$ cat src/sv/b64d_pkg.sv
package b64d_pkg;

	localparam int unsigned CHAR_W   = 8;
	localparam int unsigned SEXTET_W = 6;
	localparam int unsigned COUNT_W  = 16;
	localparam int unsigned GROUP_N  = 3;

	localparam logic [CHAR_W-1:0] CHAR_PAD    = 8'h3D; // '='
	localparam logic [CHAR_W-1:0] CHAR_UP_A   = 8'h41;
	localparam logic [CHAR_W-1:0] CHAR_UP_Z   = 8'h5A;
	localparam logic [CHAR_W-1:0] CHAR_LO_A   = 8'h61;
	localparam logic [CHAR_W-1:0] CHAR_LO_Z   = 8'h7A;
	localparam logic [CHAR_W-1:0] CHAR_DIG_0  = 8'h30;
	localparam logic [CHAR_W-1:0] CHAR_DIG_9  = 8'h39;
	localparam logic [CHAR_W-1:0] CHAR_PLUS   = 8'h2B;
	localparam logic [CHAR_W-1:0] CHAR_MINUS  = 8'h2D;
	localparam logic [CHAR_W-1:0] CHAR_SLASH  = 8'h2F;
	localparam logic [CHAR_W-1:0] CHAR_UNDER  = 8'h5F;

	localparam logic [SEXTET_W-1:0] SX_LOWER_BASE = 6'd26;
	localparam logic [SEXTET_W-1:0] SX_DIGIT_BASE = 6'd52;
	localparam logic [SEXTET_W-1:0] SX_62         = 6'd62;
	localparam logic [SEXTET_W-1:0] SX_63         = 6'd63;

	localparam logic [COUNT_W-1:0] MAX_BYTES_RESET = 16'hFFFF;

	// One accepted character's worth of output words, drained one per cycle while out_ready is high.
	typedef struct packed {
		logic [GROUP_N-1:0][CHAR_W-1:0] data;
		logic [1:0]                     last_idx;
		logic [COUNT_W-1:0]             base;
		logic                           empty;
		logic                           msg_end;
	} b64d_bundle_t;

	typedef struct packed {
		logic    ok;
		logic [SEXTET_W-1:0] val;
	} b64d_sextet_t;

	function automatic b64d_sextet_t sextet_of(input logic [CHAR_W-1:0] c);
		b64d_sextet_t r;
		logic [CHAR_W-1:0] d;
		r.ok  = 1'b1;
		r.val = '0;
		d     = '0;
		priority if (c >= CHAR_UP_A && c <= CHAR_UP_Z) begin
			d     = c - CHAR_UP_A;
			r.val = d[SEXTET_W-1:0];
		end else if (c >= CHAR_LO_A && c <= CHAR_LO_Z) begin
			d     = c - CHAR_LO_A;
			r.val = d[SEXTET_W-1:0] + SX_LOWER_BASE;
		end else if (c >= CHAR_DIG_0 && c <= CHAR_DIG_9) begin
			d     = c - CHAR_DIG_0;
			r.val = d[SEXTET_W-1:0] + SX_DIGIT_BASE;
		end else if (c == CHAR_PLUS || c == CHAR_MINUS) begin
			r.val = SX_62;
		end else if (c == CHAR_SLASH || c == CHAR_UNDER) begin
			r.val = SX_63;
		end else begin
			r.ok = 1'b0;
		end
		return r;
	endfunction

endpackage

$ cat src/sv/b64d_decode.sv
module b64d_decode import b64d_pkg::*; (
	input  logic                 clk,
	input  logic                 arst_n,
	input  logic                 accept,
	input  logic [CHAR_W-1:0]    char_in,
	input  logic                 end_of_input,
	input  logic                 cfg_write_en,
	input  logic [COUNT_W-1:0]   cfg_write_data,
	output logic                 push,
	output b64d_bundle_t         bundle
);

	logic [COUNT_W-1:0]  max_q;
	logic [COUNT_W-1:0]  emitted_q;
	logic [1:0]          cnt_q;
	logic                stop_q;
	logic [SEXTET_W-1:0] store_q [GROUP_N];

	b64d_sextet_t        sx;
	logic                is_pad;
	logic                ins;
	logic [SEXTET_W-1:0] g [GROUP_N+1];
	logic [2:0]          gc;
	logic                flush;
	logic [1:0]          nbytes;
	logic [COUNT_W-1:0]  room;
	logic [1:0]          nk;

	always_comb begin
		sx     = sextet_of(char_in);
		is_pad = (char_in == CHAR_PAD) && !stop_q;
		ins    = sx.ok && !stop_q && (char_in != CHAR_PAD);

		// Sextets past the fill count read as zero, so the store never needs clearing.
		for (int i = 0; i < GROUP_N; i++) begin
			if (2'(i) < cnt_q) begin
				g[i] = store_q[i];
			end else if (ins && 2'(i) == cnt_q) begin
				g[i] = sx.val;
			end else begin
				g[i] = '0;
			end
		end
		g[GROUP_N] = (ins && cnt_q == 2'd3) ? sx.val : '0;

		gc    = {1'b0, cnt_q} + {2'b00, ins};
		flush = !stop_q && (is_pad || gc == 3'd4 || end_of_input);

		unique case (gc)
			3'd0:      nbytes = 2'd0;
			3'd1,
			3'd2:      nbytes = 2'd1;
			3'd3:      nbytes = 2'd2;
			default:   nbytes = 2'd3;
		endcase
		if (!flush) begin
			nbytes = 2'd0;
		end

		room = (max_q > emitted_q) ? (max_q - emitted_q) : '0;
		nk   = (room >= {14'd0, nbytes}) ? nbytes : room[1:0];

		bundle.data[0]  = {g[0], g[1][5:4]};
		bundle.data[1]  = {g[1][3:0], g[2][5:2]};
		bundle.data[2]  = {g[2][1:0], g[3]};
		bundle.last_idx = (nk == 2'd0) ? 2'd0 : nk - 2'd1;
		bundle.base     = emitted_q;
		bundle.empty    = (nk == 2'd0);
		bundle.msg_end  = end_of_input;
		push            = accept && (nk != 2'd0 || end_of_input);
	end

	always_ff @(posedge clk or negedge arst_n) begin
		if (!arst_n) begin
			max_q     <= MAX_BYTES_RESET;
			emitted_q <= '0;
			cnt_q     <= '0;
			stop_q    <= 1'b0;
		end else begin
			if (cfg_write_en) begin
				max_q <= cfg_write_data;
			end
			if (accept) begin
				if (end_of_input) begin
					emitted_q <= '0;
					cnt_q     <= '0;
					stop_q    <= 1'b0;
				end else begin
					emitted_q <= emitted_q + {14'd0, nk};
					stop_q    <= stop_q | is_pad;
					if (flush) begin
						cnt_q <= '0;
					end else if (ins) begin
						cnt_q <= cnt_q + 2'd1;
					end
				end
			end
		end
	end

	always_ff @(posedge clk) begin
		if (accept && ins && !flush && cnt_q != 2'd3) begin
			store_q[cnt_q] <= sx.val;
		end
	end

	a_msg_clears: assert property (@(posedge clk) disable iff (!arst_n)
		accept && end_of_input |=> emitted_q == '0 && cnt_q == '0 && !stop_q)
		else $error("decoder state not cleared after message end");

	a_stop_holds: assert property (@(posedge clk) disable iff (!arst_n)
		stop_q && !(accept && end_of_input) |=> stop_q && $stable(cnt_q))
		else $error("decoding resumed after pad before message end");

	a_no_push_when_idle: assert property (@(posedge clk) disable iff (!arst_n)
		!accept |-> !push)
		else $error("bundle pushed without an accepted word");

endmodule

$ cat src/sv/b64d_serializer.sv
module b64d_serializer import b64d_pkg::*; (
	input  logic               clk,
	input  logic               arst_n,
	input  logic               push,
	input  b64d_bundle_t       bundle,
	output logic               can_take,
	output logic               out_valid,
	input  logic               out_ready,
	output logic [CHAR_W-1:0]  data_byte,
	output logic               byte_valid,
	output logic               run_last,
	output logic               message_end,
	output logic [COUNT_W-1:0] bytes_so_far
);

	logic         full_q;
	logic [1:0]   idx_q;
	b64d_bundle_t bundle_s1;
	logic         take;
	logic         last_word;

	always_comb begin
		last_word    = (idx_q == bundle_s1.last_idx);
		take         = full_q && out_ready;
		can_take     = !full_q || (out_ready && last_word);
		out_valid    = full_q;
		byte_valid   = !bundle_s1.empty;
		data_byte    = bundle_s1.empty ? '0 : bundle_s1.data[idx_q];
		bytes_so_far = bundle_s1.empty ? bundle_s1.base
		                               : bundle_s1.base + {14'd0, idx_q} + 16'd1;
		run_last     = last_word;
		message_end  = last_word && bundle_s1.msg_end;
	end

	always_ff @(posedge clk or negedge arst_n) begin
		if (!arst_n) begin
			full_q <= 1'b0;
			idx_q  <= '0;
		end else begin
			if (push) begin
				full_q <= 1'b1;
				idx_q  <= '0;
			end else if (take) begin
				if (last_word) begin
					full_q <= 1'b0;
					idx_q  <= '0;
				end else begin
					idx_q <= idx_q + 2'd1;
				end
			end
		end
	end

	always_ff @(posedge clk) begin
		if (push) begin
			bundle_s1 <= bundle;
		end
	end

	a_idx_range: assert property (@(posedge clk) disable iff (!arst_n)
		full_q |-> idx_q <= bundle_s1.last_idx)
		else $error("word index ran past the end of the bundle");

	a_load_start: assert property (@(posedge clk) disable iff (!arst_n)
		push |=> full_q && idx_q == '0)
		else $error("new bundle did not start at its first word");

	a_no_overwrite: assert property (@(posedge clk) disable iff (!arst_n)
		push |-> can_take)
		else $error("bundle pushed while previous one still pending");

endmodule

$ cat src/sv/base64_lenient_stream_decoder_unit.sv
// A character accepted in one cycle shows its first output word in the next
// cycle. Throughput: one character per cycle while out_ready is high and each
// yields at most one word; a character that yields two or three words holds
// the input until all but its last word have drained, as the single output
// register drains one a cycle while out_ready is high. Reset (arst_n low)
// clears the group, pad stop and byte count and sets the output limit to 65535.
module base64_lenient_stream_decoder_unit import b64d_pkg::*; (
	input  logic               clk,
	input  logic               arst_n,
	input  logic               in_valid,
	output logic               in_ready,
	input  logic [CHAR_W-1:0]  char_in,
	input  logic               end_of_input,
	input  logic               cfg_write_en,
	input  logic [COUNT_W-1:0] cfg_write_data,
	output logic               out_valid,
	input  logic               out_ready,
	output logic [CHAR_W-1:0]  data_byte,
	output logic               byte_valid,
	output logic               run_last,
	output logic               message_end,
	output logic [COUNT_W-1:0] bytes_so_far
);

	logic         accept;
	logic         push;
	b64d_bundle_t bundle;

	assign accept = in_valid && in_ready;

	b64d_decode u_decode (
		.clk            (clk),
		.arst_n         (arst_n),
		.accept         (accept),
		.char_in        (char_in),
		.end_of_input   (end_of_input),
		.cfg_write_en   (cfg_write_en),
		.cfg_write_data (cfg_write_data),
		.push           (push),
		.bundle         (bundle)
	);

	b64d_serializer u_serializer (
		.clk          (clk),
		.arst_n       (arst_n),
		.push         (push),
		.bundle       (bundle),
		.can_take     (in_ready),
		.out_valid    (out_valid),
		.out_ready    (out_ready),
		.data_byte    (data_byte),
		.byte_valid   (byte_valid),
		.run_last     (run_last),
		.message_end  (message_end),
		.bytes_so_far (bytes_so_far)
	);

endmodule
$ cat config.mk
export PLATFORM = sky130hd
export DESIGN_NAME = base64_lenient_stream_decoder_unit
export DESIGN_NICKNAME = d
export VERILOG_FILES = /design/src/sv/b64d_pkg.sv /design/src/sv/b64d_decode.sv /design/src/sv/b64d_serializer.sv /design/src/sv/base64_lenient_stream_decoder_unit.sv
export SDC_FILE = /design/constraint.sdc
export NUM_CORES = 1
export LEC_CHECK = 0
export BUFFER_PORTS_ARGS = -buffer_cell sky130_fd_sc_hd__buf_2
export CAP_MARGIN = 20
export CELL_PAD_IN_SITES_DETAIL_PLACEMENT = 0
export CELL_PAD_IN_SITES_GLOBAL_PLACEMENT = 1
export CORE_MARGIN = 2
export CORE_UTILIZATION = 39
export CTS_CLUSTER_DIAMETER = 80
export DETAILED_ROUTE_END_ITERATION = 7
export PLACE_DENSITY = 0.71
export SLEW_MARGIN = 20
export SYNTH_ARGS = -nofsm -noshare
export SYNTH_HDL_FRONTEND = slang
export SYNTH_HIERARCHICAL = 1
export SYNTH_SLANG_ARGS = --single-unit
$ cat constraint.sdc
create_clock -name clk -period 5.8 [get_ports clk]
set_clock_uncertainty 0.1 [all_clocks]
set_input_delay 0.58 -clock clk [delete_from_list [all_inputs] [get_ports clk]]
set_output_delay 0.58 -clock clk [all_outputs]
set_load 0.05 [all_outputs]
==> metrics, run 1 <==
outcome complete, but fails checks; violated checks negative setup slack; number of levels in the clock H-tree 3; actual slew at the worst max-slew pin 0.9259 ns; Power, Total 2.479 mW; Placeable Area 0.01589 sq mm; crit-path max FO 7; Iteration-0 DRC Markers 347; first-pass GRT wire length 24740 um; Post-synth ARST share 0.3800; unrepaired setup endpoints after global routing true; # placed instances 938; syn avg cell area 10.11 sq um; Clock Tree Buf Depth 2; crit path from char_in[0]; Layout area overhead 25.83%; Nets 829; CP startpoint kind input pin; fin worst setup slack -0.1066 ns; clk slew on worst S/H paths 0.07 ns; critical path class input pin to flop; Lkg Pwr 3.260 nW; Syn Nets 700; Hold Fails Final Rpt 0; port bufs 58; final wirelength 14900 um; GPL Wtd Cong 0.9175; DIE WIDTH 131.7 um; share of cells above drive strength 1 0.3329; worst vdd ir 0.2110 mV; Routed Antenna Nets 0; most frequent cells in the layout 80 x buf_4, 62 x edfxtp_1, 60 x nor2_1, 56 x nand2_1, 54 x buf_2; Placed Area 0.007371 sq mm; Final Max Slew Viols 0; register area 0.002833 sq mm; period utilization 1.018; Pwr Density 309.7 mW/mm^2; post-layout util 0.5039; Die ar. 0.01735 sq mm; YS warnings 6; post-DP HPWL 11290 um; # rows 46; Largest stage delay, worst path 0.35 ns; residual DRC count 0; DR vias 5024; number of synthesized register bits 100; root buf cell clkbuf_16; slowest CP cell fa_2; clk sink count 100; Sum Neg Setup Slack -0.2737 ns; max_cap viols 0; Via density 5.132; cell count after synthesis 629; CP Data Required Time 5.91 ns; GRT Util Overall 0.1758; post-route minimum period 5.907 ns; Finished Cell Area 0.008004 sq mm; commonest non-fill, non-tap cell in the layout buf_4; post-route insts no fill 979; CTS Buf Count 9; Reg2Reg Setup Slack 0.01 ns; total grt overflow 0; Peak Freq 169.3 MHz; area occupied by multi-input gates 0.003467 sq mm; fillers 1473; critical path arrival 6.02 ns; Cell Area, Synth 0.006361 sq mm; HP Class input pin to async pin; hold buffers post-CTS 0; initial antenna violation count 0; Top FF cell, synth edfxtp_1; number of synthesized flops with an enable pin 62; RR Startpoint u_decode/max_q[0]$_DFFE_PN1P_; largest net degree at the start of global routing 39; post-synthesis sequential area ratio 0.4453; final setup vio count 6; crit path capture type flop; slew margin rel. 0.3775; vias in the first global route 4905; CTS tree yes; I/O pin cnt 59; Inserted Diodes 0; Die Span Y 131.7 um; Clk Latency, worst-skew pair 0.35 ns; Initial Utilization 0.4004; DR WL/cell 15.22 um; dpl ws -0.7289 ns; Min Hold Slack 0.2589 ns; library cells used by synthesis 73; DRT Pass-1 Iters 5
[synth_stat cells, types with 4 or more instances]
| master | count | area, sq um |
|---|---|---|
| inv_1 | 52 | 195.2 |
| and2_1 | 9 | 56.30 |
| dfrtp_1 | 22 | 550.5 |
| xnor2_1 | 23 | 201.4 |
| nor2b_1 | 10 | 62.56 |
| clkbuf_1 | 15 | 56.30 |
| edfxtp_1 | 62 | 1862 |
| o22ai_1 | 9 | 56.30 |
| and3_1 | 5 | 31.28 |
| nor2_1 | 64 | 240.2 |
| o31ai_1 | 13 | 97.59 |
| mux2i_1 | 12 | 120.1 |
| ha_1 | 38 | 475.5 |
| nand2_1 | 59 | 221.5 |
| a21oi_1 | 36 | 180.2 |
| xor2_1 | 14 | 122.6 |
| nor3_1 | 9 | 45.04 |
| a21o_1 | 8 | 60.06 |
| a22o_1 | 4 | 35.03 |
| mux2_2 | 16 | 180.2 |
| nand2b_1 | 6 | 37.54 |
| nand3_1 | 20 | 100.1 |
| nand4_1 | 6 | 37.54 |
| dfstp_2 | 16 | 420.4 |
| o21ai_0 | 21 | 105.1 |
[cell families after synthesis]
family / Yosys count / synth area share
adder cells (fa/ha/maj): 41 / 0.08419
AND/OR/NAND/NOR: 213 / 0.1690
flip-flops: 100 / 0.4453
multiplexers: 29 / 0.04957
AO/OA/AOI/OAI: 136 / 0.1550
XOR/XNOR: 37 / 0.05094
buffers and inverters: 73 / 0.04603
[sequential cells by signal (all words and copies together), names as in the netlist]
name,count
u_serializer/bundle_s1,44
u_decode/emitted_q,16
u_serializer/idx_q,2
u_decode/max_q,16
u_serializer/out_valid,1
u_decode/stop_q,1
u_decode/cnt_q,2
u_decode/store_q,18
[worst max-delay path: cells and delay by family]
family | cells | cell delay, ns
AO/OA/AOI/OAI | 10 | 1.72
adder cells (fa/ha/maj) | 6 | 1.47
buffers and inverters | 5 | 0.44
XOR/XNOR | 1 | 0.18
AND/OR/NAND/NOR | 10 | 1.28
multiplexers | 1 | 0.33
[metal layers]
layer,vias up,share of wire,GRT usage
met4,0,0.016,0.05374
li1,2512,-,-
met5,-,0,0
met1,2386,0.48,0.2457
met2,108,0.46,0.2766
met3,18,0.039,0.03511
[power breakdown]
group | internal [mW] | switching [mW] | total, mW
Sequential | 0.863 | 0.0722 | 0.935
Clock | 0.296 | 0.271 | 0.567
Combinational | 0.360 | 0.617 | 0.977
Total | 1.52 | 0.960 | 2.48
[what timing repair did]
action,in CTS,in global routing
endpoints found under the hold margin,0,0
setup buffers,21,5
resized for setup,24,16
cloned,0,0
pin swaps,19,14
setup endpoints to repair,12,60
[area by class of cell]
type	instances	area share
clock buffers	9	0.02814
clock inverters	7	0.007035
inverters	52	0.02657
multi-input cells	456	0.4332
flip-flops and latches	100	0.3539
well taps	216	0.03377
repair buffers	139	0.1174
[path summary, 6_finish.rpt]
| kind | endpoint | cells after the start |
|---|---|---|
| min in group clk | u_serializer/bundle_s1[7]$_DFFE_PP_ | 0 |
| worst min-delay path | u_serializer/idx_q[1]$_DFFE_PN0P_ | 1 |
| worst max-delay path | u_decode/emitted_q[10]$_DFFE_PN0P_ | 33 |
| max in group asynchronous | u_decode/emitted_q[3]$_DFFE_PN0P_ | 1 |
| worst min register to register | u_serializer/bundle_s1[7]$_DFFE_PP_ | 0 |
| worst max register to register | u_decode/emitted_q[10]$_DFFE_PN0P_ | 29 |
(Power assumes the default switching activity.)
==> inputs of run 2 (changes only) <==
--- a/config.mk
+++ b/config.mk
@@ -5,6 +5,7 @@
 export SDC_FILE = /design/constraint.sdc
 export NUM_CORES = 1
 export LEC_CHECK = 0
+export ABC_AREA = 1
 export BUFFER_PORTS_ARGS = -buffer_cell sky130_fd_sc_hd__buf_2
 export CAP_MARGIN = 20
 export CELL_PAD_IN_SITES_DETAIL_PLACEMENT = 0
@@ -13,7 +14,7 @@
 export CORE_UTILIZATION = 39
 export CTS_CLUSTER_DIAMETER = 80
 export DETAILED_ROUTE_END_ITERATION = 7
-export PLACE_DENSITY = 0.71
+export PLACE_DENSITY = 0.74
 export SLEW_MARGIN = 20
 export SYNTH_ARGS = -nofsm -noshare
 export SYNTH_HDL_FRONTEND = slang
==> metrics, run 2 <==
outcome complete, no violations; Sw Share 0.4419 (+0.05453); first-pass GRT wire length 24760 um (+0.11%); Crit path top cell by count nand2_2; cell count after synthesis 839 (+33%); fin worst setup slack 0.3085 ns (+0.4151 ns); number of levels in the clock H-tree 3 (unchanged); top-count cell post-synth nand2_1; post-DP HPWL 11720 um (+3.9%); final wirelength 14890 um (about the same); RR Startpoint u_decode/emitted_q[0]$_DFFE_PN0P_; critical path arrival 5.63 ns (-0.39 ns); global routing met3 resource utilization 0.02394 (-0.01116); logic gate share of total power 0.461 (+0.067); family with the most delay on the worst path simple AND/OR/NAND/NOR gates; DRT Pass-1 Iters 7 (+2); dpl ws -0.3557 ns (+0.3731 ns); Placeable Area 0.01712 sq mm (+7.8%); most frequent cells in the layout 216 x nand2_1, 114 x inv_1, 64 x nor2_1, 62 x edfxtp_1, 58 x buf_2; root buf cell clkbuf_16; Routed Antenna Nets 0 (unchanged); port bufs 58 (unchanged); met2 Use GR 0.2539 (-0.02269); Die ar. 0.01839 sq mm (+6.0%); actual slew at the worst max-slew pin 0.9852 ns (+0.05928 ns); final setup vio count 0 (-6); GPL Wtd Cong 0.8792 (-4.2%); Sum Neg Setup Slack 0 ns (+0.2737 ns); clk sink count 100 (unchanged); crit path capture type flop; library cells used by synthesis 50 (-32%); Initial Utilization 0.3947 (-0.005704); Biggest register u_serializer/bundle_s1; GR Util met1 0.2551 (+0.009433); max_cap viols 0 (unchanged); critical path class input pin to flop; CTS Buf Count 9 (unchanged); DR WL/cell 12.65 um (-17%); Top FF cell, synth edfxtp_1; residual DRC count 0 (unchanged); Clk Latency, worst-skew pair 0.35 ns (about the same); Finished Cell Area 0.008098 sq mm (+1.2%); crit-path max FO 6 (-1); Iteration-0 DRC Markers 222 (-36%); GRT busiest layer met1; largest net degree at the start of global routing 39 (unchanged); Via density 4.669 (-9.0%); post-layout util 0.4731 (-0.03076); largest area contributor in the netlist edfxtp_1; top post-synthesis cells by area edfxtp_1 28%, nand2_1 12%, dfrtp_1 8.1%; YS warnings 6 (unchanged); CP startpoint kind input pin; number of buffers and inverters on the critical path 9 (+4); # rows 48 (+4.3%); number of synthesized register bits 100 (unchanged); hold buffers post-CTS 0 (unchanged); r2r worst-path depth 38 (+31%); Reg2Reg Setup Slack 0.52 ns (+0.51 ns); Reg power frac 0.345 (-0.032); Min Hold Slack 0.2705 ns (+0.01154 ns); Cell Area, Synth 0.006756 sq mm (+6.2%); Layout area overhead 19.85%; Hold Fails Final Rpt 0 (unchanged); Peak Freq 182.1 MHz (+7.6%); Largest register FFs 44 (unchanged); GRT Util Overall 0.1683 (-0.007509); Syn Nets 910 (+30%); Largest stage delay, worst path 0.38 ns (+0.03 ns); Nets 1018 (+23%); reg2reg end u_decode/emitted_q[12]$_DFFE_PN0P_; clock share of power 0.194 (-0.035); vias in the first global route 5101 (+4.0%); clk slew on worst S/H paths 0.07 ns (about the same); CP Data Required Time 5.94 ns (+0.03 ns); initial antenna violation count 0 (unchanged); Int Pwr 1.765 mW (+16%); I/O pin cnt 59 (unchanged); Lkg Pwr 3.773 nW (+16%); post-route minimum period 5.492 ns (-0.4151 ns); Inserted Diodes 0 (unchanged); DIE WIDTH 135.6 um (+3.0%); Commonest cells post-synth 223 x nand2_1, 121 x inv_1, 67 x nor2_1; number of synthesized flops with an enable pin 62 (unchanged); slew margin rel. 0.3418 (-0.03566); period utilization 0.9468 (-0.07157); Pwr Density 390.6 mW/mm^2 (+26%); HP Class input pin to async pin; post-synthesis sequential area ratio 0.4193 (-0.02606); total grt overflow 0 (unchanged); Synth top area share 0.2756 (-0.01713); CTS tree yes; worst vdd ir 0.2642 mV (+25%); switching power total 1.398 mW (+46%); share of cells above drive strength 1 0.2679 (-0.06504); registers with the most flip-flops u_serializer/bundle_s1 x44, u_decode/store_q x18; DR vias 5495 (+9.4%); Final Max Slew Viols 0 (unchanged); Post-synth ARST share 0.3800 (unchanged); Die Span Y 135.6 um (+3.0%); commonest non-fill, non-tap cell in the layout nand2_1; Placed Area 0.007607 sq mm (+3.2%); slowest CP cell fa_2; Clock Tree Buf Depth 2 (unchanged); syn avg cell area 8.053 sq um (-20%)
[run 2: cell type report]
| type | count | area, sq um |
|---|---|---|
| clock buffer | 9 | 225.2 |
| sequential | 100 | 2834 |
| multi-input combinational | 586 | 3468 |
| tap | 225 | 281.5 |
| timing repair buffer | 109 | 676.9 |
| clock inverter | 7 | 80.08 |
| fill | 1717 | 9019 |
| inverter | 141 | 531.8 |
[run 2: metal layers]
layer,up-vias,wire length [um]
li1,2946,-
met1,2436,7728
met2,97,6412
met3,16,562
met4,0,184
met5,-,0
[run 2: how the worst max path moves through the flow]
| stage | start | to | cells past startpoint | slack [ns] |
|---|---|---|---|---|
| finish | char_in[2] | u_decode/emitted_q[12]$_DFFE_PN0P_ | 42 | 0.31 |
| global placement | char_in[2] | u_decode/emitted_q[14]$_DFFE_PN0P_ | 46 | -0.18 |
| floorplan | char_in[2] | u_decode/emitted_q[14]$_DFFE_PN0P_ | 42 | 0.02 |
| CTS | char_in[2] | u_decode/emitted_q[12]$_DFFE_PN0P_ | 45 | 0.03 |
| global route | char_in[0] | u_decode/emitted_q[12]$_DFFE_PN0P_ | 46 | -0.06 |
| detailed placement | char_in[2] | u_decode/emitted_q[14]$_DFFE_PN0P_ | 46 | -0.36 |
[run 2: cell families after synthesis]
kind of cell,Yosys count,synth area share
mux,15,0.02500
flops,100,0.4193
fa+ha+maj,41,0.07926
compound gates,102,0.08685
xor+xnor,19,0.02574
simple gates,409,0.2737
buf+inv,153,0.09019
[run 2: timing repair]
action / CTS / global route
setup endpoints to repair: 2 / 10
gates resized for setup: 0 / 40
pin swaps: 1 / 24
setup buffers: 0 / 5
[run 2: per-stage QoR]
| step | total power, mW | instances |
|---|---|---|
| final | 3.163 | 1177 |
| after global routing | 3.415 | 1177 |
| after CTS | 3.117 | 1172 |
| after detailed placement | 2.497 | 1156 |
| after global placement | 2.494 | 1156 |
| after floorplan | 2.139 | 839 |
[run 2: power by group through the flow]
| stage | clock (mW) | sequential, mW | combinational, mW |
|---|---|---|---|
| CTS | 0.630 | 1.09 | 1.40 |
| global placement | 0 | 1.10 | 1.39 |
| detailed placement | 0 | 1.10 | 1.39 |
| floorplan | 0 | 1.06 | 1.08 |
| global route | 0.662 | 1.11 | 1.64 |
| finish | 0.615 | 1.09 | 1.46 |
